==> src/rtl/scu_pkg.sv <==
// shared types, constants and divisor tables for the sine / cosine taylor unit
// no dependencies; imported by every module of the unit
package scu_pkg;

  localparam int unsigned Frac     = 28;   // fraction bits of the series arithmetic
  localparam int unsigned AngW     = 32;   // input angle, Q8.24
  localparam int unsigned ValW     = 32;   // result, Q2.30
  localparam int unsigned MagW     = 30;   // reduced magnitude, Q.28, at most pi
  localparam int unsigned X2W      = 32;   // square of the magnitude, Q.28
  localparam int unsigned TermW    = 32;   // series term, unsigned Q.28
  localparam int unsigned ProdW    = 34;   // term * x2 >> 28, bounded below 2^34
  localparam int unsigned SumW     = 34;   // signed partial sum, Q.28
  localparam int unsigned DivW     = 7;    // per-term divisor
  localparam int unsigned RcpShift = 34;   // reciprocal scale for the term divisors
  localparam int unsigned NumTerms = 5;    // series terms after the leading 1.0

  // range reduction constants, Q.52
  localparam logic [55:0] TwoPiQ52 = 56'h64_87ED_5110_B461;
  localparam logic [55:0] PiQ52    = 56'h32_43F6_A888_5A31;

  // floor(2^68 / 2pi_q52): |angle| * QRcp >> 40 is the quotient or one below it
  localparam logic [127:0] QRcpFull = (128'd1 << 68) / {72'd0, TwoPiQ52};
  localparam logic [15:0]  QRcp     = QRcpFull[15:0];

  localparam logic [TermW-1:0] OneQ28 = 32'h1000_0000;

  typedef logic [DivW-1:0]     div_t;
  typedef logic [RcpShift-1:0] rcp_t;

  // word passed between the reduction, term and output sections
  typedef struct packed {
    logic                   cosine;
    logic                   neg;
    logic [MagW-1:0]        m;
    logic [X2W-1:0]         x2;
    logic [TermW-1:0]       term;
    logic signed [SumW-1:0] sum;
  } scu_item_t;

  // divisor of term k: (2k)(2k+1) for sine, (2k-1)(2k) for cosine
  function automatic div_t series_div(input logic [2:0] k, input logic cosine);
    div_t d;
    d = '0;
    unique case ({cosine, k})
      4'b0_001: d = 7'd6;
      4'b0_010: d = 7'd20;
      4'b0_011: d = 7'd42;
      4'b0_100: d = 7'd72;
      4'b0_101: d = 7'd110;
      4'b1_001: d = 7'd2;
      4'b1_010: d = 7'd12;
      4'b1_011: d = 7'd30;
      4'b1_100: d = 7'd56;
      4'b1_101: d = 7'd90;
      default:  d = 7'd1;
    endcase
    return d;
  endfunction

  // floor(2^34 / divisor), matching series_div
  function automatic rcp_t series_rcp(input logic [2:0] k, input logic cosine);
    rcp_t r;
    r = '0;
    unique case ({cosine, k})
      4'b0_001: r = rcp_t'((35'd1 << RcpShift) / 35'd6);
      4'b0_010: r = rcp_t'((35'd1 << RcpShift) / 35'd20);
      4'b0_011: r = rcp_t'((35'd1 << RcpShift) / 35'd42);
      4'b0_100: r = rcp_t'((35'd1 << RcpShift) / 35'd72);
      4'b0_101: r = rcp_t'((35'd1 << RcpShift) / 35'd110);
      4'b1_001: r = rcp_t'((35'd1 << RcpShift) / 35'd2);
      4'b1_010: r = rcp_t'((35'd1 << RcpShift) / 35'd12);
      4'b1_011: r = rcp_t'((35'd1 << RcpShift) / 35'd30);
      4'b1_100: r = rcp_t'((35'd1 << RcpShift) / 35'd56);
      4'b1_101: r = rcp_t'((35'd1 << RcpShift) / 35'd90);
      default:  r = '0;
    endcase
    return r;
  endfunction

endpackage

==> src/rtl/scu_pipe_ctl.sv <==
// valid bits and per-stage load enables of a stallable register pipeline
// uses scu_pkg only for the common import convention
module scu_pipe_ctl
  import scu_pkg::*;
#(
  parameter int unsigned Stages = 3
) (
  input  logic              clk_i,
  input  logic              rst_ni,
  input  logic              in_valid_i,
  output logic              in_ready_o,
  output logic              out_valid_o,
  input  logic              out_ready_i,
  output logic [Stages-1:0] load_o
);

  logic [Stages-1:0] vld_q;
  logic [Stages-1:0] vld_in;
  logic [Stages:0]   load;

  // a stage loads when it is empty or its word moves on
  assign load[Stages] = out_ready_i;
  for (genvar i = 0; i < Stages; i++) begin : g_load
    assign load[i] = ~vld_q[i] | load[i+1];
  end

  assign vld_in = {vld_q[Stages-2:0], in_valid_i};

  always_ff @(posedge clk_i or negedge rst_ni) begin
    if (!rst_ni) begin
      vld_q <= '0;
    end else begin
      for (int i = 0; i < Stages; i++) begin
        if (load[i]) begin
          vld_q[i] <= vld_in[i];
        end
      end
    end
  end

  assign in_ready_o  = load[0];
  assign out_valid_o = vld_q[Stages-1];
  assign load_o      = load[Stages-1:0];

endmodule

==> src/rtl/scu_final.sv <==
// last term, sign and scaling of the result into Q2.30, four stages
// depends on scu_pkg and scu_pipe_ctl
module scu_final
  import scu_pkg::*;
(
  input  logic                   clk_i,
  input  logic                   rst_ni,
  input  logic                   in_valid_i,
  output logic                   in_ready_o,
  input  scu_item_t              in_item_i,
  output logic                   out_valid_o,
  input  logic                   out_ready_i,
  output logic signed [ValW-1:0] value_o
);

  localparam int unsigned Stages  = 4;
  localparam bit          LastSub = (NumTerms % 2) == 1;

  logic [Stages-1:0] ld;

  scu_pipe_ctl #(.Stages(Stages)) u_ctl (
    .clk_i      (clk_i),
    .rst_ni     (rst_ni),
    .in_valid_i (in_valid_i),
    .in_ready_o (in_ready_o),
    .out_valid_o(out_valid_o),
    .out_ready_i(out_ready_i),
    .load_o     (ld)
  );

  logic signed [SumW-1:0] sum0_q;
  logic                   cos0_q, cos1_q, neg0_q;
  logic [MagW-1:0]        m0_q, m1_q;
  logic [SumW-1:0]        abs1_q;
  logic [ValW-1:0]        cv1_q;
  logic                   flip1_q, flip2_q;
  logic [ValW-1:0]        mag2_q, val3_q;

  logic signed [SumW-1:0] term_s, sum_d;
  logic [SumW-1:0]        sum_u, abs_d;
  logic [63:0]            sprod;
  logic [ValW-1:0]        mag_d;

  assign term_s = $signed({2'b00, in_item_i.term});
  assign sum_d  = LastSub ? (in_item_i.sum - term_s) : (in_item_i.sum + term_s);

  assign sum_u = sum0_q;
  assign abs_d = sum_u[SumW-1] ? (~sum_u + 1'b1) : sum_u;

  // sine: m * |sum| >> 26; cosine: sum * 4
  assign sprod = m1_q * abs1_q;
  assign mag_d = cos1_q ? cv1_q : sprod[57:26];

  always_ff @(posedge clk_i) begin
    if (ld[0]) begin
      sum0_q <= sum_d;
      cos0_q <= in_item_i.cosine;
      neg0_q <= in_item_i.neg;
      m0_q   <= in_item_i.m;
    end
    if (ld[1]) begin
      abs1_q  <= abs_d;
      cos1_q  <= cos0_q;
      m1_q    <= m0_q;
      cv1_q   <= {sum_u[ValW-3:0], 2'b00};
      flip1_q <= ~cos0_q & (neg0_q ^ sum_u[SumW-1]);
    end
    if (ld[2]) begin
      mag2_q  <= mag_d;
      flip2_q <= flip1_q;
    end
    if (ld[3]) begin
      val3_q <= flip2_q ? (~mag2_q + 1'b1) : mag2_q;
    end
  end

  assign value_o = $signed(val3_q);

endmodule

==> config.mk <==
export PLATFORM = sky130hd
export DESIGN_NAME = scu_final
export DESIGN_NICKNAME = d
export VERILOG_FILES = /design/src/rtl/scu_pkg.sv /design/src/rtl/scu_pipe_ctl.sv /design/src/rtl/scu_final.sv
export SDC_FILE = /design/constraint.sdc
export NUM_CORES = 2
export LEC_CHECK = 0
export BUFFER_PORTS_ARGS = -buffer_cell sky130_fd_sc_hd__buf_2
export CAP_MARGIN = 20
export CORE_MARGIN = 3
export CORE_UTILIZATION = 50
export CTS_BUF_LIST = sky130_fd_sc_hd__clkbuf_4
export CTS_CLUSTER_SIZE = 24
export DETAILED_ROUTE_END_ITERATION = 7
export GPL_TIMING_DRIVEN = 0
export PLACE_DENSITY_LB_ADDON = 0.1
export SKIP_CTS_REPAIR_TIMING = 1
export SYNTH_ARGS = -nofsm -noshare
export SYNTH_HDL_FRONTEND = slang
export SYNTH_SLANG_ARGS = --single-unit
==> constraint.sdc <==
create_clock -name clk_i -period 22.6 [get_ports clk_i]
set_clock_uncertainty 0.15 [all_clocks]
set_input_delay 4.52 -clock clk_i [delete_from_list [all_inputs] [get_ports clk_i]]
set_output_delay 4.52 -clock clk_i [all_outputs]
set_load 0.05 [all_outputs]
# Word-level counts from Yosys, hierarchy flattened
# Index checks and enable logic that the tools add are counted.
# word_totals
input_bits,134
wordCells,38
regBits,231
out_inout_bits,34
# op_classes
bitwise_logic,13
n_mux,3
n_mul,1
addsub,3
# op_table
operator,count
$mux 32,2
$mul 30x34->58,1
$add 34x1->34 const B,1
$not 34->34,1
$sub 34x33->34,1
$mux 33,1
$add 32x1->32 const B,1
$not 32->32,1
$not 1->1,5
$or 1x1->1,4
$and 1x1->1,1
$xor 1x1->1,1

# Longest topological paths before layout
# depth
word_depth,5
ltp_mapped,29
ltp_nobuf,27

# Cells and area by module
# Synthesis repeated with hierarchy kept, for this count alone.
# hier_totals
cells_unflattened,4214
area_unflattened_um2,41174.5
# by_module_without_submodules
mod,area_each_um2,cells_each,n_inst
scu_final,40998.1,4200,1
scu_pipe_ctl,176.4,14,1

# Least setup slack after synthesis
# OpenSTA, ideal clock, no wires.
# synth_timing
path_kind,input to output
startpoint,in out_ready_i
endpoint,out in_ready_o
path_slack_ps,10895
cell_stages,2
t_arrival_ps,7035
required_time_ps,17930
cell_sequence,nor2b_1 -> nand4_1
# synth_between
elab_chain_cells,4
# synth_rtl
element,line_no,text
from (decl),scu_final.sv:12,"input logic out_ready_i,"
$or 1x1->1 (4 in series),scu_pipe_ctl.sv:24,assign load[i] = ~vld_q[i] | load[i+1];
to (decl),scu_final.sv:9,"output logic in_ready_o,"
# No other way between the ends.

# Worst setup path after layout
# Same ends and word-level chain as after synthesis.

==> impl_metrics.csv <==
group,metric,value,unit
sta,hold_viol,0,
setup_path,r2r-start,"abs1_q[1]",
global_routing,grt_pass1_vias,32335,
setup_path,critPathArrivalTime,6120,ps
setup_path,critical_path.slowest_cell,"nand4_1",
global_routing,grt_antenna_before_repair,12,
sta,fin_crit_sh,0.4775,
hold_path,holdPathStages,0,
setup_path,regToRegEndpoint,"mag2_q[24]",
routing,detail-route-antenna-nets,0,
final_layout,drive_gt1_frac,0.05967,
sta,setup_tns,0,ps
setup_path,crit_fanout,19,
die,start_util,0.5062,
yosys,synth_ff_type,"edfxtp_1",
hold_path,hp-class,"register to register",
yosys,yosys.area.top_type,"fa_1",
routing,first_pass_iters,5,
yosys,synthArstFlopShare,0.01739,
clocking,clkLatencyLatePin,810,ps
routing,vias,30760,
die,pin_count,168,
yosys,ys_ff_latch,230,
clocking,clkTransAtPathRegs,80,ps
flow_run,maxCapViolCount,0,
sta,holdWs,254.0,ps
global_routing,grt-ovfl-total,0,
yosys,syn-num-nets,5526,
routing,drt-total-wl,134400,µm
die,num_rows,105,
die,die_h,294.5,µm
global_routing,grt.total_usage,0.3212,
final_layout,nets,5732,
yosys,yosys_warnings,0,
hold_path,hold_end,"m1_q[23]",
yosys,syn_avg_cell_area,9.747,µm²
setup_path,critical_path.cell_chain,"buf_2, nor2b_1, nand4_1, buf_8, buf_8, buf_2",
yosys,synth_area_leaders,"fa_1 42%, edfxtp_1 16%, inv_1 8.7%",
yosys,synth.cell_area,0.04163,mm²
yosys,synthTopCellsByCount,"960 x inv_1, 879 x fa_1, 621 x nand2_1",
yosys,synth_most_common_cell,"inv_1",
setup_path,startpoint_type,"input port",
sta,grt_setup_unrepaired,"no",
setup_path,endpoint_kind,"output port",
final_layout,syn2layout_area_growth,7.313,%
routing,routed_via_density,5.483,
setup_path,startpoint,"out_ready_i",
clocking,cts_tree,"done",
sta,finalSetupViolations,0,
placed_design,gp_congestion,0.9591,
setup_path,rrSetupSlack,12780,ps
clocking,numCtsBuffers,58,
sta,min_period,10790,ps
die,coreArea,0.08224,mm²
clocking,cts_root_buf,"clkbuf_4",
placed_design,dp_hpwl,111500,µm
yosys,synth_seq_area_share,0.1654,
clocking,clock_path_buffers,3,
placed_design,numPortBuffers,135,
global_routing,grt_max_degree,56,
setup_path,max_stage_delay,450,ps
setup_path,reg2regPathDepth,25,
routing,avgRoutedWirePerCell,23.95,µm
status,run_status,"finished clean",
global_routing,grt_first_pass_wirelength,202500,µm
setup_path,worstPathRequired,17930,ps
setup_path,crit_family,"buffers and inverters",
sta,tightest_slew,1230,ps
routing,drc,0,
hold_path,hold_path_startpoint,"m0_q[23]",
yosys,syn_inst,4271,
die,die_area,0.08675,mm²
setup_path,worstSetupPathType,"input port to output port",
clocking,clock_sinks,230,
yosys,synth_edf_count,226,
die,die_w,294.5,µm
clocking,h-tree-depth,2,
routing,dr.first_iter.drc_count,2336,
setup_path,cp_num_buf_inv,4,
yosys,ys_types,71,
sta,final_max_slew_viol_count,0,
sta,max_freq,92.66,MHz
sta,relSlewSlack,0.1803,
yosys,synth.top_cell.area_share,0.4227,
registers in the layout, indices dropped and copies added, names as in the netlist:
register	flops
value_o	32
mag2_q	32
m1_q	30
cos0_q	1
flip2_q	1
cos1_q	1
m0_q	30
flip1_q	1
u_ctl.vld_q	4
abs1_q	34
cv1_q	29
neg0_q	1
sum0_q	34
layout make-up:
cell class              instances  area (µm²)
multi-input cells            2863       30330
inverters                     960        3603
flip-flops and latches        230        6887
fillers                      7688       37570
repair buffers                146       860.8
well taps                    1070        1339
diodes                         15       37.54
clock inverters                25       171.4
plain buffers                 218       818.3
clock buffers                  83       623.1
placed cells by master, fill, tap and decap left out, drive strengths merged, types with 25 or more instances in the layout:
cell / count
a21o: 27
a21oi: 73
and2: 467
buf: 146
clkbuf: 301
edfxtp: 226
fa: 879
ha: 242
inv: 961
nand2: 621
nor2: 55
nor3: 25
o21ai: 79
o31ai: 25
xnor2: 97
worst register-to-register path: cells and delay by family (launching register included):
family | cells | cell delay (ps)
compound gates | 7 | 2550
fa+ha+maj | 9 | 3970
buf+inv | 6 | 2100
flops | 1 | 420
simple gates | 3 | 530
per-stage QoR:
stage	setup slack, ps	cells	utilization	instance area, µm²
after global routing	11690	5598	0.5428	44640
after CTS	11820	5592	0.5424	44610
after global placement	8620	5476	0.5307	43640
after floorplan	10890	4271	-	41630
final	11810	5610	0.5432	44670
after detailed placement	11830	5484	0.5327	43810
worst max path at each step:
stage	end	slack, ps	cells after the start
6_report	in_ready_o	11810	6
5_1_grt	in_ready_o	11690	6
4_1_cts	in_ready_o	11820	6
3_5_place_dp	in_ready_o	11830	6
3_3_place_gp	in_ready_o	8620	4
2_1_floorplan	in_ready_o	10890	2
cell families after synthesis:
logic type      count (synthesis)  share of synthesized area
flops                         230                     0.1654
simple gates                 1311                     0.1579
compound gates                320                    0.05158
mux                             1                  0.0002405
buf+inv                      1178                     0.1062
xor+xnor                      110                    0.02314
fa+ha+maj                    1121                     0.4955
layer usage:
layer / track usage / vias up / wire (µm)
met5: 0 / - / 0
met2: 0.5238 / 1280 / 63000
met4: 0.1654 / 0 / 8572
met3: 0.06096 / 341 / 11130
li1: - / 13309 / -
met1: 0.4111 / 15830 / 51670
Power is left out: the tool's default activity adds up to more than one toggle a clock period on the data nets, which glitch-free logic cannot reach.
