===== config.mk =====
export PLATFORM = sky130hd
export DESIGN_NAME = scu_term
export DESIGN_NICKNAME = d
export VERILOG_FILES = /design/src/rtl/scu_pkg.sv /design/src/rtl/scu_pipe_ctl.sv /design/src/rtl/scu_term.sv
export SDC_FILE = /design/constraint.sdc
export NUM_CORES = 2
export LEC_CHECK = 0
export BUFFER_PORTS_ARGS = -buffer_cell sky130_fd_sc_hd__buf_4
export CAP_MARGIN = 10
export CORE_AREA = 4 4 379 381
export CTS_CLUSTER_DIAMETER = 60
export CTS_CLUSTER_SIZE = 28
export DETAILED_ROUTE_END_ITERATION = 10
export DIE_AREA = 0 0 383 385
export PLACE_DENSITY = 0.76
export SETUP_SLACK_MARGIN = 0.4
export SYNTH_ARGS = -nofsm -noshare
export SYNTH_HDL_FRONTEND = slang
export SYNTH_HIERARCHICAL = 1
export SYNTH_SLANG_ARGS = --single-unit

===== constraint.sdc =====
create_clock -name clk_i -period 8.7 [get_ports clk_i]
set_input_delay 0 -clock clk_i [delete_from_list [all_inputs] [get_ports clk_i]]
set_output_delay 0 -clock clk_i [all_outputs]
set_load 0.01 [all_outputs]

===== src/rtl/scu_pkg.sv =====
// shared types, constants and divisor tables for the sine / cosine taylor unit
// no dependencies; imported by every module of the unit
package scu_pkg;

  localparam int unsigned Frac     = 28;   // fraction bits of the series arithmetic
  localparam int unsigned AngW     = 32;   // input angle, Q8.24
  localparam int unsigned ValW     = 32;   // result, Q2.30
  localparam int unsigned MagW     = 30;   // reduced magnitude, Q.28, at most pi
  localparam int unsigned X2W      = 32;   // square of the magnitude, Q.28
  localparam int unsigned TermW    = 32;   // series term, unsigned Q.28
  localparam int unsigned ProdW    = 34;   // term * x2 >> 28, bounded below 2^34
  localparam int unsigned SumW     = 34;   // signed partial sum, Q.28
  localparam int unsigned DivW     = 7;    // per-term divisor
  localparam int unsigned RcpShift = 34;   // reciprocal scale for the term divisors
  localparam int unsigned NumTerms = 5;    // series terms after the leading 1.0

  // range reduction constants, Q.52
  localparam logic [55:0] TwoPiQ52 = 56'h64_87ED_5110_B461;
  localparam logic [55:0] PiQ52    = 56'h32_43F6_A888_5A31;

  // floor(2^68 / 2pi_q52): |angle| * QRcp >> 40 is the quotient or one below it
  localparam logic [127:0] QRcpFull = (128'd1 << 68) / {72'd0, TwoPiQ52};
  localparam logic [15:0]  QRcp     = QRcpFull[15:0];

  localparam logic [TermW-1:0] OneQ28 = 32'h1000_0000;

  typedef logic [DivW-1:0]     div_t;
  typedef logic [RcpShift-1:0] rcp_t;

  // word passed between the reduction, term and output sections
  typedef struct packed {
    logic                   cosine;
    logic                   neg;
    logic [MagW-1:0]        m;
    logic [X2W-1:0]         x2;
    logic [TermW-1:0]       term;
    logic signed [SumW-1:0] sum;
  } scu_item_t;

  // divisor of term k: (2k)(2k+1) for sine, (2k-1)(2k) for cosine
  function automatic div_t series_div(input logic [2:0] k, input logic cosine);
    div_t d;
    d = '0;
    unique case ({cosine, k})
      4'b0_001: d = 7'd6;
      4'b0_010: d = 7'd20;
      4'b0_011: d = 7'd42;
      4'b0_100: d = 7'd72;
      4'b0_101: d = 7'd110;
      4'b1_001: d = 7'd2;
      4'b1_010: d = 7'd12;
      4'b1_011: d = 7'd30;
      4'b1_100: d = 7'd56;
      4'b1_101: d = 7'd90;
      default:  d = 7'd1;
    endcase
    return d;
  endfunction

  // floor(2^34 / divisor), matching series_div
  function automatic rcp_t series_rcp(input logic [2:0] k, input logic cosine);
    rcp_t r;
    r = '0;
    unique case ({cosine, k})
      4'b0_001: r = rcp_t'((35'd1 << RcpShift) / 35'd6);
      4'b0_010: r = rcp_t'((35'd1 << RcpShift) / 35'd20);
      4'b0_011: r = rcp_t'((35'd1 << RcpShift) / 35'd42);
      4'b0_100: r = rcp_t'((35'd1 << RcpShift) / 35'd72);
      4'b0_101: r = rcp_t'((35'd1 << RcpShift) / 35'd110);
      4'b1_001: r = rcp_t'((35'd1 << RcpShift) / 35'd2);
      4'b1_010: r = rcp_t'((35'd1 << RcpShift) / 35'd12);
      4'b1_011: r = rcp_t'((35'd1 << RcpShift) / 35'd30);
      4'b1_100: r = rcp_t'((35'd1 << RcpShift) / 35'd56);
      4'b1_101: r = rcp_t'((35'd1 << RcpShift) / 35'd90);
      default:  r = '0;
    endcase
    return r;
  endfunction

endpackage


===== src/rtl/scu_pipe_ctl.sv =====
// valid bits and per-stage load enables of a stallable register pipeline
// uses scu_pkg only for the common import convention
module scu_pipe_ctl
  import scu_pkg::*;
#(
  parameter int unsigned Stages = 3
) (
  input  logic              clk_i,
  input  logic              rst_ni,
  input  logic              in_valid_i,
  output logic              in_ready_o,
  output logic              out_valid_o,
  input  logic              out_ready_i,
  output logic [Stages-1:0] load_o
);

  logic [Stages-1:0] vld_q;
  logic [Stages-1:0] vld_in;
  logic [Stages:0]   load;

  // a stage loads when it is empty or its word moves on
  assign load[Stages] = out_ready_i;
  for (genvar i = 0; i < Stages; i++) begin : g_load
    assign load[i] = ~vld_q[i] | load[i+1];
  end

  assign vld_in = {vld_q[Stages-2:0], in_valid_i};

  always_ff @(posedge clk_i or negedge rst_ni) begin
    if (!rst_ni) begin
      vld_q <= '0;
    end else begin
      for (int i = 0; i < Stages; i++) begin
        if (load[i]) begin
          vld_q[i] <= vld_in[i];
        end
      end
    end
  end

  assign in_ready_o  = load[0];
  assign out_valid_o = vld_q[Stages-1];
  assign load_o      = load[Stages-1:0];

endmodule


===== src/rtl/scu_term.sv =====
// one series step: adds the previous term to the sum and forms the next term
// depends on scu_pkg and scu_pipe_ctl
module scu_term
  import scu_pkg::*;
#(
  parameter int unsigned K = 1
) (
  input  logic      clk_i,
  input  logic      rst_ni,
  input  logic      in_valid_i,
  output logic      in_ready_o,
  input  scu_item_t in_item_i,
  output logic      out_valid_o,
  input  logic      out_ready_i,
  output scu_item_t out_item_o
);

  localparam int unsigned Stages   = 3;
  localparam logic [2:0]  KIdx     = 3'(K);
  // the incoming term has index K-1; odd indexes are subtracted
  localparam bit          Subtract = ((K - 1) % 2) == 1;

  logic [Stages-1:0] ld;

  scu_pipe_ctl #(.Stages(Stages)) u_ctl (
    .clk_i      (clk_i),
    .rst_ni     (rst_ni),
    .in_valid_i (in_valid_i),
    .in_ready_o (in_ready_o),
    .out_valid_o(out_valid_o),
    .out_ready_i(out_ready_i),
    .load_o     (ld)
  );

  scu_item_t          it0_q, it1_q, it2_q;
  scu_item_t          it0_d, it2_d;
  logic [ProdW-1:0]   p0_q, p1_q;
  logic [RcpShift:0]  qe1_q;

  logic [63:0]            prod;
  logic signed [SumW-1:0] term_s;
  logic [67:0]            est;
  logic [39:0]            qd;
  logic [ProdW-1:0]       rem;
  logic [RcpShift:0]      qfix;
  div_t                   div;

  assign prod   = in_item_i.term * in_item_i.x2;
  assign term_s = $signed({2'b00, in_item_i.term});

  always_comb begin
    it0_d     = in_item_i;
    it0_d.sum = Subtract ? (in_item_i.sum - term_s) : (in_item_i.sum + term_s);
  end

  // reciprocal estimate, then one compare fixes the truncated quotient
  assign est  = p0_q * series_rcp(KIdx, it0_q.cosine);
  assign div  = series_div(KIdx, it1_q.cosine);
  assign qd   = qe1_q * div;
  assign rem  = p1_q - qd[ProdW-1:0];
  assign qfix = (rem >= {{(ProdW-DivW){1'b0}}, div}) ? (qe1_q + 1'b1) : qe1_q;

  always_comb begin
    it2_d      = it1_q;
    it2_d.term = qfix[TermW-1:0];
  end

  always_ff @(posedge clk_i) begin
    if (ld[0]) begin
      it0_q <= it0_d;
      p0_q  <= prod[Frac+ProdW-1:Frac];
    end
    if (ld[1]) begin
      it1_q <= it0_q;
      p1_q  <= p0_q;
      qe1_q <= {1'b0, est[67:RcpShift]};
    end
    if (ld[2]) begin
      it2_q <= it2_d;
    end
  end

  assign out_item_o = it2_q;

endmodule


==> Yosys cells after proc, flatten, opt, wreduce, memory -nomap -nowiden <==
Index checks and enable logic that the tools add are counted.
{ "totals": {"mem_bits_rw": 0, "latch_bits": 0, "in_bits": 134, "memories": 0, "regBits": 431, "elab_cells": 40, "mem_bits_ro": 0} }
{ "classes": {"reduce_logical": 0, "n_addsub": 3, "div_mod_pow": 0, "shift": 0, "n_eq_ne": 0, "order_cmp": 1, "n_mux": 3, "mul": 3, "bitwise_logic": 8} }
{ "ops": {"columns": ["cell", "count"], "rows": [
  ["multiplier 34 x 34 -> 68 bit", 1],
  ["case mux 34 bit (2 select lines)", 1],
  ["multiplier 32 x 32 -> 62 bit", 1],
  ["adder 34 x 33 -> 34 bit", 1],
  [">= comparator 34 x 7 -> 1 bit", 1],
  ["multiplier 34 x 7 -> 34 bit", 1],
  ["subtractor 34 bit", 1],
  ["adder 32 x 1 -> 32 bit, second input constant", 1],
  ["two-way mux 32 bit", 1],
  ["case mux 7 bit (2 select lines)", 1],
  ["inverter 1 bit", 5],
  ["bitwise OR 1 bit", 3]
]} }

==> Depth between registers and ports, before layout <==
{ "logic_depth": {"word_depth": 6, "ltp_mapped": 32} }

==> Modules after synthesis <==
Netlist, hierarchy kept.
{ "by_module_without_submodules": {"columns": ["mod", "instances", "seq_area_each_um2", "cells_each", "area_each_um2"], "rows": [
  ["scu_term", 1, 12822.3, 6633, 69683.1],
  ["scu_pipe_ctl", 1, 75.1, 11, 133.9]
]} }

==> Least setup slack after synthesis <==
No wires, ideal clock.
{ "synth_timing": {"path_kind": "register to register", "from": "register it0_q[129] in the netlist's numbering", "to": "register qe1_q[26] (data pin)", "slack_ns": 0.718, "n_path_buf": 2, "arrival_time_ns": 7.724, "stages_incl_launch_ff": 31, "setup_time_ns": 0.258, "path_cell_list": "edfxtp_1 clkbuf_1 clkbuf_1 nor2b_1 ha_1 inv_1 fa_1 fa_1 inv_1 fa_1 inv_1 fa_1 inv_1 fa_1 fa_1 inv_1 fa_1 inv_1 ha_1 a21oi_1 nand2_1 a221oi_1 o311ai_0 o21ai_0 a211oi_1 or2_2 o21bai_1 o21ai_0 a21o_1 a21oi_1 xnor2_1"} }
{ "synth_between": {"elab_chain_cells": 3} }
{ "synth_rtl": {"columns": ["element", "line_no", "rtl"], "rows": [
  ["start, declared", "scu_term.sv:35", "scu_item_t it0_q, it1_q, it2_q;"],
  ["start signal, assigned", "scu_term.sv:70", "it0_q <= it0_d;"],
  ["inverter 1 bit", "scu_pkg.sv:64", "unique case ({cosine, k})"],
  ["case mux 34 bit (2 select lines) *", "scu_pkg.sv:64", null],
  ["multiplier 34 x 34 -> 68 bit *", "scu_term.sv:57", "assign est = p0_q * series_rcp(KIdx, it0_q.cosine);"],
  ["named net est[60]", "scu_term.sv:42", "logic [67:0] est;"],
  ["end signal, assigned", "scu_term.sv:76", "qe1_q <= {1'b0, est[67:RcpShift]};"],
  ["end, declared", "scu_term.sv:38", "logic [RcpShift:0] qe1_q;"]
]} }
Mark *: on every way through the listed nets, which the timed path passes. The rest lies on a longest branch. The select of a mux whose other input is x is not followed.
A chain may end at the register's enable or synchronous reset.

==> Final worst setup path <==
{ "layout_timing": {"from": "register it0_q[129] in the netlist's numbering", "to": "register qe1_q[32] (data pin)"} }
The elaborated chain is that of the path after synthesis.

==> reports/qor.csv <==
stage;metric;value;unit
final_layout;final core occ;0.567;
timing;Max Freq;123;MHz
placed_design;HPWL Detailed;163000;µm
grt;Most Crowded Layer GR;met2;
run;Max Cap Violations;0;
logic_synthesis;#FFs+latches synth;430;
detailed_routing;wirelength, routed;209000;µm
clock_tree;H-tree levels;2;
detailed_routing;DR pass1 iterations;6;
grt;pin count of the biggest net entering global routing;167;
logic_synthesis;Netlist Area Pre-Place;69800;µm²
clock_tree;Clock Pin Slew Worst Setup and Hold Paths;0.10;ns
detailed_routing;Routed Antenna Nets;0;
timing;final-report max-slew violation count;0;
logic_synthesis;ys async rst share;0.00698;
clock_tree;clk sinks;430;
final_layout;commonest non-fill, non-tap cell in the layout;inv_1;
final_layout;layout cell share with drive strength beyond 1;0.110;
critical_path;arrival time worst endpoint;8.51;ns
grt;global-route wire length before repair;318000;µm
detailed_routing;DR vias;48900;
clock_tree;worst-skew pair later-pin latency;0.69;ns
grt;all-layer global routing usage;0.285;
logic_synthesis;syn_area_per_cell;10.5;µm²
timing;clk_skew;0.0768;ns
timing;setup TNS;0;ns
grt;Remaining Overflow, GRT;0;
timing;Slew @ Worst Pin;1.03;ns
grt;met2 Usage GRT;0.483;
floorplanning;DIE AREA;147000;µm²
critical_path;Startpoint Class;flip-flop;
critical_path;Crit path top cell by count;fa_1;
timing;WHS;0.0212;ns
detailed_routing;DRT iter0 DRCs;3673;
grt;met3 usage;0.0543;
critical_path;crit end category;flip-flop;
clock_tree;CTS buffer count;42;
timing;final hold violations;0;
grt;met1 usage;0.360;
min_path;Hold Crit Class;in2reg;
status;status;finished clean;
floorplanning;Starting Density;0.497;
logic_synthesis;Synth Flop Type;edfxtp_1;
floorplanning;Die X;383;µm
logic_synthesis;Post-synth EDFFs;427;
logic_synthesis;Synth Instances;6644;
final_layout;filler cell count;11800;
floorplanning;# IOs;266;
detailed_routing;Avg WL per Cell;23.0;µm
grt;antenna violations before repair;4;
final_layout;fin nets;9433;
critical_path;Setup CP Type;reg2reg;
logic_synthesis;Unique masters post-synth;80;
critical_path;Critical Path RT;9.09;ns
timing;RSZ-0062 raised after global routing;yes;
floorplanning;Core Region;141000;µm²
final_layout;most frequent cells in the layout;inv_1, fa_1, ha_1;
logic_synthesis;fraction of the yosys area taken by sequential cells;0.185;
logic_synthesis;yosys warns;6;
timing;final setup fails;0;
grt;vias in the first global route;53800;
critical_path;largest stage delay on the critical path;0.58;ns
final_layout;area grow syn2layout;14.1;%
critical_path;Crit-path slowest cell;fa_1;
critical_path;Worst path top cell family by delay;adder cells;
critical_path;WP buf/inv;12;
clock_tree;CTS root buffer;clkbuf_16;
clock_tree;CTS tree;yes;
floorplanning;floorplan row count;138;
detailed_routing;number of vias per cell;5.40;
placed_design;port bufs;265;
timing;Final period util;0.934;
critical_path;worst-path fanout max;6;
floorplanning;Die H;385;µm
clock_tree;CTS max path bufs;3;
placed_design;Final GP Congestion;1.02;
detailed_routing;Remaining DRCs;0;
timing;Final Critical Period;8.12;ns
timing;Slew headroom;0.311;
-- state kept, by name, summed over array words and instances, names as in the netlist --
name	flops
qe1_q	33
it1_q	98
out_item_o	130
p1_q	34
u_ctl/vld_q	3
p0_q	34
it0_q	98
-- repair_timing --
action                                  in CTS  in global routing
gates resized for setup                     16                239
setup buffers                                0                 45
pin swaps                                    0                 80
gates cloned                                 0                 10
hold buffers                               129                  3
hold endpoints to repair                   122                  3
endpoints found under the setup margin      13                 26
-- cells by family after synthesis --
group,synth area share
simple gates,0.115
xor+xnor,0.0186
other cells,0.000108
compound gates,0.0366
mux,0.00147
buf+inv,0.106
flops,0.185
fa+ha+maj,0.537
-- through the flow --
step                      cell area (µm²)  setup WS, ns  instances
final                               79700         0.577       9052
after floorplan                     69800         0.718       6646
after global routing                79700         0.307       9047
after global placement              75000       0.00275       8782
after CTS                           77900         0.409       8989
after detailed placement            75000        0.0448       8782
-- worst paths after layout --
check                                      from                         end  slack (ns)  cells past startpoint
setup / recovery           it0_q[129]$_DFFE_PP_         qe1_q[32]$_DFFE_PP_        0.58                     33
hold / removal                   in_item_i[119]        it0_q[119]$_DFFE_PP_        0.02                      2
hold reg to reg             it0_q[68]$_DFFE_PP_         it1_q[68]$_DFFE_PP_        0.39                      0
max in group asynchronous                rst_ni  u_ctl/vld_q[1]$_DFFE_PN0P_        8.33                      3
min in group asynchronous                rst_ni  u_ctl/vld_q[2]$_DFFE_PN0P_        0.20                      3
setup reg to reg           it0_q[129]$_DFFE_PP_         qe1_q[32]$_DFFE_PP_        0.58                     33
-- routing by layer --
| layer | vias up | share of wire |
|---|---|---|
| li1 | 21100 | - |
| met1 | 25100 | 0.38 |
| met2 | 2185 | 0.48 |
| met3 | 541 | 0.083 |
| met4 | 0 | 0.053 |
| met5 | - | 0 |
-- layout make-up --
| type | instances | area, µm² | area share |
|---|---|---|---|
| repair buffers | 656 | 5750 | 0.0721 |
| inverters | 1750 | 6580 | 0.0826 |
| flip-flops and latches | 430 | 12900 | 0.162 |
| diodes | 5 | 12.5 | 0.000157 |
| multi-input cells | 4243 | 50500 | 0.634 |
| clock inverters | 35 | 534 | 0.00670 |
| clock buffers | 43 | 1050 | 0.0132 |
| well taps | 1890 | 2360 | 0.0297 |
-- synthesized netlist by cell type (4+ instances only) --
master     instances  share of area
inv_1           1750          0.094
fa_1            1371           0.39
ha_1             805           0.14
and2_1           643          0.058
nand2_1          505          0.027
edfxtp_1         427           0.18
clkbuf_1         214          0.012
a21oi_1          108         0.0077
nor2_1            93         0.0050
xnor2_1           89          0.011
a21o_1            67         0.0072
o21ai_0           61         0.0044
xor2_1            59         0.0074
nor2b_1           50         0.0045
nand2b_1          44         0.0039
nand3_1           40         0.0029
nand4_1           35         0.0031
nor3_1            25         0.0018
a31oi_1           19         0.0017
nor4_1            19         0.0017
and3_1            16         0.0014
o21a_1            16         0.0017
o21bai_1          16         0.0017
a211oi_1          13         0.0014
or3_1             12         0.0011
a2111oi_0          9         0.0011
a211o_1            9         0.0011
mux2i_1            8         0.0011
nor4b_1            8         0.0010
o211ai_1           8        0.00086
o31ai_1            8        0.00086
or2_2              6        0.00054
buf_2              5        0.00036
or4_1              5        0.00054
a221oi_1           4        0.00050
o31a_1             4        0.00050
Power is left out: the tool's default activity adds up to more than one toggle a clock period on the data nets, which glitch-free logic cannot reach.
