**config.mk**
```make
export PLATFORM = sky130hd
export DESIGN_NAME = scu_reduce
export DESIGN_NICKNAME = d
export VERILOG_FILES = /design/src/rtl/scu_pkg.sv /design/src/rtl/scu_pipe_ctl.sv /design/src/rtl/scu_reduce.sv
export SDC_FILE = /design/constraint.sdc
export NUM_CORES = 2
export LEC_CHECK = 0
export BUFFER_PORTS_ARGS = -buffer_cell sky130_fd_sc_hd__buf_2
export CAP_MARGIN = 5
export CORE_MARGIN = 5
export CORE_UTILIZATION = 66
export CTS_BUF_LIST = sky130_fd_sc_hd__clkbuf_8
export CTS_CLUSTER_SIZE = 24
export DETAILED_ROUTE_END_ITERATION = 6
export PLACE_DENSITY = 0.92
export SYNTH_ARGS = -nofsm -noshare
export SYNTH_HDL_FRONTEND = slang
export SYNTH_SLANG_ARGS = --single-unit
export TNS_END_PERCENT = 50
```
**constraint.sdc**
```tcl
create_clock -name clk_i -period 11.15 [get_ports clk_i]
set_input_delay 2.23 -clock clk_i [delete_from_list [all_inputs] [get_ports clk_i]]
set_output_delay 2.23 -clock clk_i [all_outputs]
set_load 0.05 [all_outputs]
```
**src/rtl/scu_pkg.sv**
```systemverilog
// shared types, constants and divisor tables for the sine / cosine taylor unit
// no dependencies; imported by every module of the unit
package scu_pkg;

  localparam int unsigned Frac     = 28;   // fraction bits of the series arithmetic
  localparam int unsigned AngW     = 32;   // input angle, Q8.24
  localparam int unsigned ValW     = 32;   // result, Q2.30
  localparam int unsigned MagW     = 30;   // reduced magnitude, Q.28, at most pi
  localparam int unsigned X2W      = 32;   // square of the magnitude, Q.28
  localparam int unsigned TermW    = 32;   // series term, unsigned Q.28
  localparam int unsigned ProdW    = 34;   // term * x2 >> 28, bounded below 2^34
  localparam int unsigned SumW     = 34;   // signed partial sum, Q.28
  localparam int unsigned DivW     = 7;    // per-term divisor
  localparam int unsigned RcpShift = 34;   // reciprocal scale for the term divisors
  localparam int unsigned NumTerms = 5;    // series terms after the leading 1.0

  // range reduction constants, Q.52
  localparam logic [55:0] TwoPiQ52 = 56'h64_87ED_5110_B461;
  localparam logic [55:0] PiQ52    = 56'h32_43F6_A888_5A31;

  // floor(2^68 / 2pi_q52): |angle| * QRcp >> 40 is the quotient or one below it
  localparam logic [127:0] QRcpFull = (128'd1 << 68) / {72'd0, TwoPiQ52};
  localparam logic [15:0]  QRcp     = QRcpFull[15:0];

  localparam logic [TermW-1:0] OneQ28 = 32'h1000_0000;

  typedef logic [DivW-1:0]     div_t;
  typedef logic [RcpShift-1:0] rcp_t;

  // word passed between the reduction, term and output sections
  typedef struct packed {
    logic                   cosine;
    logic                   neg;
    logic [MagW-1:0]        m;
    logic [X2W-1:0]         x2;
    logic [TermW-1:0]       term;
    logic signed [SumW-1:0] sum;
  } scu_item_t;

  // divisor of term k: (2k)(2k+1) for sine, (2k-1)(2k) for cosine
  function automatic div_t series_div(input logic [2:0] k, input logic cosine);
    div_t d;
    d = '0;
    unique case ({cosine, k})
      4'b0_001: d = 7'd6;
      4'b0_010: d = 7'd20;
      4'b0_011: d = 7'd42;
      4'b0_100: d = 7'd72;
      4'b0_101: d = 7'd110;
      4'b1_001: d = 7'd2;
      4'b1_010: d = 7'd12;
      4'b1_011: d = 7'd30;
      4'b1_100: d = 7'd56;
      4'b1_101: d = 7'd90;
      default:  d = 7'd1;
    endcase
    return d;
  endfunction

  // floor(2^34 / divisor), matching series_div
  function automatic rcp_t series_rcp(input logic [2:0] k, input logic cosine);
    rcp_t r;
    r = '0;
    unique case ({cosine, k})
      4'b0_001: r = rcp_t'((35'd1 << RcpShift) / 35'd6);
      4'b0_010: r = rcp_t'((35'd1 << RcpShift) / 35'd20);
      4'b0_011: r = rcp_t'((35'd1 << RcpShift) / 35'd42);
      4'b0_100: r = rcp_t'((35'd1 << RcpShift) / 35'd72);
      4'b0_101: r = rcp_t'((35'd1 << RcpShift) / 35'd110);
      4'b1_001: r = rcp_t'((35'd1 << RcpShift) / 35'd2);
      4'b1_010: r = rcp_t'((35'd1 << RcpShift) / 35'd12);
      4'b1_011: r = rcp_t'((35'd1 << RcpShift) / 35'd30);
      4'b1_100: r = rcp_t'((35'd1 << RcpShift) / 35'd56);
      4'b1_101: r = rcp_t'((35'd1 << RcpShift) / 35'd90);
      default:  r = '0;
    endcase
    return r;
  endfunction

endpackage

```
**src/rtl/scu_pipe_ctl.sv**
```systemverilog
// valid bits and per-stage load enables of a stallable register pipeline
// uses scu_pkg only for the common import convention
module scu_pipe_ctl
  import scu_pkg::*;
#(
  parameter int unsigned Stages = 3
) (
  input  logic              clk_i,
  input  logic              rst_ni,
  input  logic              in_valid_i,
  output logic              in_ready_o,
  output logic              out_valid_o,
  input  logic              out_ready_i,
  output logic [Stages-1:0] load_o
);

  logic [Stages-1:0] vld_q;
  logic [Stages-1:0] vld_in;
  logic [Stages:0]   load;

  // a stage loads when it is empty or its word moves on
  assign load[Stages] = out_ready_i;
  for (genvar i = 0; i < Stages; i++) begin : g_load
    assign load[i] = ~vld_q[i] | load[i+1];
  end

  assign vld_in = {vld_q[Stages-2:0], in_valid_i};

  always_ff @(posedge clk_i or negedge rst_ni) begin
    if (!rst_ni) begin
      vld_q <= '0;
    end else begin
      for (int i = 0; i < Stages; i++) begin
        if (load[i]) begin
          vld_q[i] <= vld_in[i];
        end
      end
    end
  end

  assign in_ready_o  = load[0];
  assign out_valid_o = vld_q[Stages-1];
  assign load_o      = load[Stages-1:0];

endmodule

```
**src/rtl/scu_reduce.sv**
```systemverilog
// range reduction by 2pi, fold into [-pi, pi] and squaring, seven stages
// depends on scu_pkg and scu_pipe_ctl
module scu_reduce
  import scu_pkg::*;
(
  input  logic                   clk_i,
  input  logic                   rst_ni,
  input  logic                   in_valid_i,
  output logic                   in_ready_o,
  input  logic                   mode_i,
  input  logic signed [AngW-1:0] angle_i,
  output logic                   out_valid_o,
  input  logic                   out_ready_i,
  output scu_item_t              out_item_o
);

  localparam int unsigned Stages = 7;

  logic [Stages-1:0] ld;

  scu_pipe_ctl #(.Stages(Stages)) u_ctl (
    .clk_i      (clk_i),
    .rst_ni     (rst_ni),
    .in_valid_i (in_valid_i),
    .in_ready_o (in_ready_o),
    .out_valid_o(out_valid_o),
    .out_ready_i(out_ready_i),
    .load_o     (ld)
  );

  logic [Stages-1:0] cos_q;
  logic [Stages-3:0] sgn_q;
  logic [AngW-1:0]   abs0_q, abs1_q, abs2_q;
  logic [4:0]        qe1_q;
  logic [59:0]       qt2_q;
  logic [55:0]       r3_q, rm4_q;
  logic [MagW-1:0]   m5_q, m6_q;
  logic              neg5_q, neg6_q;
  logic [X2W-1:0]    x26_q;

  logic [AngW-1:0] ang_u, abs_d;
  logic [47:0]     qprod;
  logic [60:0]     qt_full;
  logic [59:0]     a_q52;
  logic [59:0]     r_full;
  logic [55:0]     rm_d, diff, mag;
  logic            over, neg_d;
  logic [59:0]     sq;

  assign ang_u = angle_i;
  assign abs_d = ang_u[AngW-1] ? (~ang_u + 1'b1) : ang_u;

  // quotient estimate, at most one below the true quotient
  assign qprod   = abs0_q * QRcp;
  assign qt_full = qe1_q * TwoPiQ52;
  assign a_q52   = {abs2_q, 28'd0};
  assign r_full  = a_q52 - qt2_q;

  // one correction step
  assign rm_d = (r3_q >= TwoPiQ52) ? (r3_q - TwoPiQ52) : r3_q;

  // fold past pi back by one period, sign follows
  assign over  = rm4_q > PiQ52;
  assign diff  = TwoPiQ52 - rm4_q;
  assign mag   = over ? diff : rm4_q;
  assign neg_d = over ? ~sgn_q[4] : (sgn_q[4] & (rm4_q != '0));

  assign sq = m5_q * m5_q;

  always_ff @(posedge clk_i) begin
    if (ld[0]) begin
      cos_q[0] <= mode_i;
      sgn_q[0] <= ang_u[AngW-1];
      abs0_q   <= abs_d;
    end
    for (int i = 1; i < Stages; i++) begin
      if (ld[i]) begin
        cos_q[i] <= cos_q[i-1];
      end
    end
    for (int i = 1; i < Stages - 2; i++) begin
      if (ld[i]) begin
        sgn_q[i] <= sgn_q[i-1];
      end
    end
    if (ld[1]) begin
      qe1_q  <= qprod[44:40];
      abs1_q <= abs0_q;
    end
    if (ld[2]) begin
      qt2_q  <= qt_full[59:0];
      abs2_q <= abs1_q;
    end
    if (ld[3]) begin
      r3_q <= r_full[55:0];
    end
    if (ld[4]) begin
      rm4_q <= rm_d;
    end
    if (ld[5]) begin
      m5_q   <= mag[53:24];
      neg5_q <= neg_d;
    end
    if (ld[6]) begin
      m6_q   <= m5_q;
      neg6_q <= neg5_q;
      x26_q  <= sq[59:28];
    end
  end

  always_comb begin
    out_item_o        = '0;
    out_item_o.cosine = cos_q[Stages-1];
    out_item_o.neg    = neg6_q;
    out_item_o.m      = m6_q;
    out_item_o.x2     = x26_q;
    out_item_o.term   = OneQ28;
    out_item_o.sum    = '0;
  end

endmodule

```
# ---- After elaboration in Yosys (flattened, before gate mapping)
# Cells that the tools add are included.
dict set report classes {
  addsub 4
  mul 3
  magnitude_cmp 2
  mux 4
  bitwise 17
  n_reduce_logical 1
}
# operator count
set ops {}
lappend ops {{$mul 30x30->60} 1}
lappend ops {{$ge 56x55->1 const B} 1}
lappend ops {{$gt 56x54->1 const B} 1}
lappend ops {{$mul 5x55->56 const B} 1}
lappend ops {{$mux 56} 1}
lappend ops {{$reduce_bool 56->1} 1}
lappend ops {{$sub 56x55->56 const B} 1}
lappend ops {{$sub 56x56->56} 1}
lappend ops {{$mux 54} 1}
lappend ops {{$sub 54x54->54 const A} 1}
lappend ops {{$mul 32x13->44 const B} 1}
lappend ops {{$add 32x1->32 const B} 1}
lappend ops {{$not 32->32} 1}
lappend ops {{$mux 31} 1}
lappend ops {{$not 1->1} 8}
lappend ops {{$or 1x1->1} 7}
lappend ops {{$and 1x1->1} 1}
lappend ops {{$mux 1} 1}
dict set report word_totals {
  ff_bits 374
  input_bits 37
  output_inout_bits 132
  wordCells 63
}

# ---- Longest topological paths before layout
dict set report logic_depth {
  ltp_word 8
  mapped_depth 31
  ltp_nobuf 29
}

# ---- Cells and area by module
# From an unflattened synthesis, not the netlist that was laid out.
dict set report hier_totals {
  hier_cells 4937
  area_unflattened_um2 51375.5
}
# module instances cells_per_inst area_each_um2 seq_area_each_um2
set modules_own_cells {}
lappend modules_own_cells {scu_reduce 1 4911 51071.5 10990.5}
lappend modules_own_cells {scu_pipe_ctl 1 26 304.0 175.2}

# ---- Least setup slack after synthesis
# No wires, ideal clock.
dict set report synth_timing {
  path_type {input to output}
  from {input out_ready_i}
  to {output in_ready_o}
  arrival_ns 6.000
  t_required_ns 8.920
  path_slack_ns 2.920
  path_stages 4
  n_path_buf 0
  path_cell_list {nor2b_1 -> nand3_1 -> nor2_1 -> nand4_1}
}
dict set report synth_between {
  elab_chain_len 7
}
# item line_no
set synth_lines {}
lappend synth_lines {{start, declared} scu_reduce.sv:13} ;# input logic out_ready_i,
lappend synth_lines {{$or 1x1->1 (3 in series)} scu_pipe_ctl.sv:24} ;# assign load[i] = ~vld_q[i] | load[i+1];
lappend synth_lines {{named net ld[4]} scu_reduce.sv:19} ;# logic [Stages-1:0] ld;
lappend synth_lines {{$or 1x1->1 (4 in series)} scu_pipe_ctl.sv:24}
lappend synth_lines {{end, declared} scu_reduce.sv:9} ;# output logic in_ready_o,
# The timed path passes the listed nets, and every way through them passes these cells.

# ---- Worst setup path after layout
dict set report layout_timing {
  from {register m5_q[14]}
  to {register x26_q[29], data pin}
}
dict set report layout_between {
  elab_chain_len 1
}
# item line_no
set layout_lines {}
lappend layout_lines {{start, declared} scu_reduce.sv:37} ;# logic [MagW-1:0] m5_q, m6_q;
lappend layout_lines {{start signal, assigned} scu_reduce.sv:101} ;# m5_q <= mag[53:24];
lappend layout_lines {{$mul 30x30->60} scu_reduce.sv:68} ;# assign sq = m5_q * m5_q;
lappend layout_lines {{named net sq[57]} scu_reduce.sv:48} ;# logic [59:0] sq;
lappend layout_lines {{end signal, assigned} scu_reduce.sv:107} ;# x26_q <= sq[59:28];
lappend layout_lines {{end, declared} scu_reduce.sv:39} ;# logic [X2W-1:0] x26_q;
# The timed path passes the listed nets, and every way through them passes these cells.
# A chain may end at the register's enable or synchronous reset.

==> results.yml <==
yosys:
  synth-edff-count: 366
  seq_area_frac_synth: 0.217
  syn_inst: 4955
  ys_types: 74
  async_flop_share: 0.0188
  avgSynthCellArea_sq_um: 10.4
  synth_ff_type: "edfxtp_1"
  yosys_warnings: 0
  synth_seq_cells: 373
  syn_area_sq_mm: 0.0514
routing:
  wirelength_mm: 126
  drtIter0Drc: 3508
  first_pass_iters: 6
  via_per_inst: 5.80
  dr_total_vias: 35600
  drc: 0
  postRouteAntennaNets: 0
  post_drt_wl_per_cell_um: 20.5
worst_setup_path:
  critical_path_class: "reg -> reg"
  reg2reg_from: "m5_q[14]"
  r2r_slack_ns: 1.88
  reg2reg_to: "x26_q[29]"
  crit_path_end: "x26_q[29]"
  reg2reg_depth: 26
  cp_data_arrival_time_ns: 9.68
  cp_max_fo: 25
  startpoint: "m5_q[14]"
  required_ns: 11.56
  critPathLaunchType: "flop"
  critPathCaptureType: "flop"
clock_tree:
  h-tree-depth: 3
  clkLatencyLatePin_ns: 0.70
  cts.clk_slew.worst_paths_ns: 0.06
  cts_setup_buffers: 0
  cts_root_buf: "clkbuf_8"
  ctsHoldBuffers: 0
  cts_tree: "built"
  post_cts_resized: 0
  cts_buffers: 67
  cts_sinks: 373
  ctsLongestPathBuffers: 3
cells_and_area:
  layout-drive-gt1-share: 0.0534
  stdcell_count: 6138
  nets: 6466
  area_growth_pct: 5.23
floorplan:
  core_sq_mm: 0.0773
  fp.dieH_um: 289
  die_w_um: 289
  die_area_sq_mm: 0.0835
  io_pins: 169
  rows: 102
  start_util: 0.664
timing:
  max_freq_mhz: 108
  final.setup.tns_ns: 0
  setup_viol: 0
  slew_headroom: 0.265
  grt_setup_unrepaired: "no"
  slew_viol_final: 0
  hold_violations: 0
  min_period_ns: 9.27
  period_share: 0.831
  tightest_slew_ns: 1.10
  finClkSkew_ns: 0.0636
grt:
  grtUsageTotal: 0.313
  grt_max_degree: 87
  grt_pass1_wl_mm: 205
  gr-total-overflow: 0
  grt_pass1_vias: 39900
  antenna_found_initial: 5
worst_hold_path:
  whs_path_depth: 0
  hp-class: "reg -> reg"
placed_design:
  dp_hpwl_mm: 102
  gp_congestion: 1.02
  dp_cells: 6018
  io_buffers: 102
flow_run:
  max-cap-violations: 0
status:
  status: "finished clean"
==> sequential cells by signal, indices dropped and copies added, names as in the netlist, 30 cells and up <==
register	flops
r3_q	56
rm4_q	56
qt2_q	55
abs0_q	32
x26_q	32
m5_q	30
m6_q	30
==> metrics by stage <==
stage	hold WS, ns	utilization	worst slack (ns)	cell area (sq um)
after detailed placement	0.405	0.683	1.98	52800
after global routing	0.431	0.699	1.42	54100
after global placement	0.401	0.683	2.25	52800
after floorplan	0.400	-	2.92	51600
final	0.406	0.699	1.88	54100
after CTS	0.407	0.699	1.96	54100
==> cells in the mapped netlist, types with 23 or more instances <==
master    instances  area (sq um)
a21o_1           79           593
inv_1          1228          4610
clkbuf_1        110           413
xnor2_1         175          1530
nor3_1           50           250
nor2b_1          23           144
ha_1            497          6220
or3_1            23           144
buf_4            68           510
nand4_1          40           250
nand2_1         344          1290
edfxtp_1        366         11000
nand3_1          41           205
a31oi_1          34           213
o21ai_0          97           485
and2_1          206          1290
xor2_1           99           867
nor4_1           32           200
a21oi_1         150           751
fa_1            885         17700
nand2b_1         23           144
nor2_1          142           533
==> cell type report <==
type	count	area (sq um)
Multi-Input combinational cell	3230	34900
Fill cell	5167	23300
Sequential cell	373	11200
Inverter	1232	4630
Tap cell	1040	1300
Clock buffer	68	936
Timing Repair Buffer	143	818
Clock inverter	51	314
Antenna cell	1	2.50
==> kinds of logic (layout without fill, tap and decap cells) <==
family / count (synthesis) / in the layout / synth area share
flops: 373 / 373 / 0.217
xor+xnor: 274 / 274 / 0.0467
buf+inv: 1416 / 1494 / 0.108
simple gates: 998 / 998 / 0.0974
compound gates: 506 / 506 / 0.0632
mux: 4 / 4 / 0.000828
other cells: 2 / 67 / 0.000146
fa+ha+maj: 1382 / 1382 / 0.466
==> layout by cell type (no fill, tap or decap), types with 6 or more instances in the layout <==
master and count:
inv_1 1244, fa_1 885, ha_1 497, edfxtp_1 366
nand2_1 343, and2_1 206, xnor2_1 175, a21oi_1 150
nor2_1 142, buf_2 102, xor2_1 99, o21ai_0 97
a21o_1 79, clkbuf_8 68, conb_1 66, nor3_1 50
buf_4 41, nand4_1 40, nand3_1 39, a31oi_1 34
nor4_1 32, nor2b_1 23, nand2b_1 23, or3_1 23
and3_1 16, a211oi_1 16, or4_1 16, o21a_1 15
or2_2 15, o31ai_1 15, o21bai_1 15, clkinv_1 14
clkinv_2 11, o211ai_1 8, a41oi_1 8, o311ai_0 7
dfrtp_1 7, nand3b_1 6
==> how the worst min path moves through the flow <==
stage | start | end | slack, ns
6_report | abs1_q[0] | abs2_q[0] | 0.41
5_1_grt | abs1_q[11] | abs2_q[11] | 0.43
4_1_cts | abs1_q[0] | abs2_q[0] | 0.41
3_5_place_dp | abs1_q[0] | abs2_q[0] | 0.40
3_3_place_gp | cos_q[2] | cos_q[3] | 0.40
2_1_floorplan | abs1_q[0] | abs2_q[0] | 0.40
==> layer usage <==
| layer | GRT usage | wire [um] | share of wire |
|---|---|---|---|
| met3 | 0.0757 | 12700 | 0.10 |
| met5 | 0 | 14 | 0.00011 |
| met1 | 0.375 | 43500 | 0.35 |
| met2 | 0.535 | 62300 | 0.49 |
| met4 | 0.149 | 7410 | 0.059 |
==> critical path, cell delays in order (launching register included) <==
cell and delay (ns):
edfxtp_1 0.33, buf_4 0.34, clkinv_1 0.40, nor2_1 0.37, fa_1 0.51, fa_1 0.50
fa_1 0.51, inv_1 0.05, fa_1 0.53, inv_1 0.06, fa_1 0.52, fa_1 0.44
fa_1 0.55, inv_1 0.07, fa_1 0.54, inv_1 0.05, ha_1 0.35, nand4_1 0.17
nor4_1 0.37, o311ai_0 0.19, a41oi_1 0.36, nor4_1 0.23, o41a_1 0.47, o41ai_1 0.59
nor2_1 0.15, o21ai_0 0.24, xor2_1 0.09
Power is left out: the tool's default activity adds up to more than one toggle a clock period on the data nets, which glitch-free logic cannot reach.
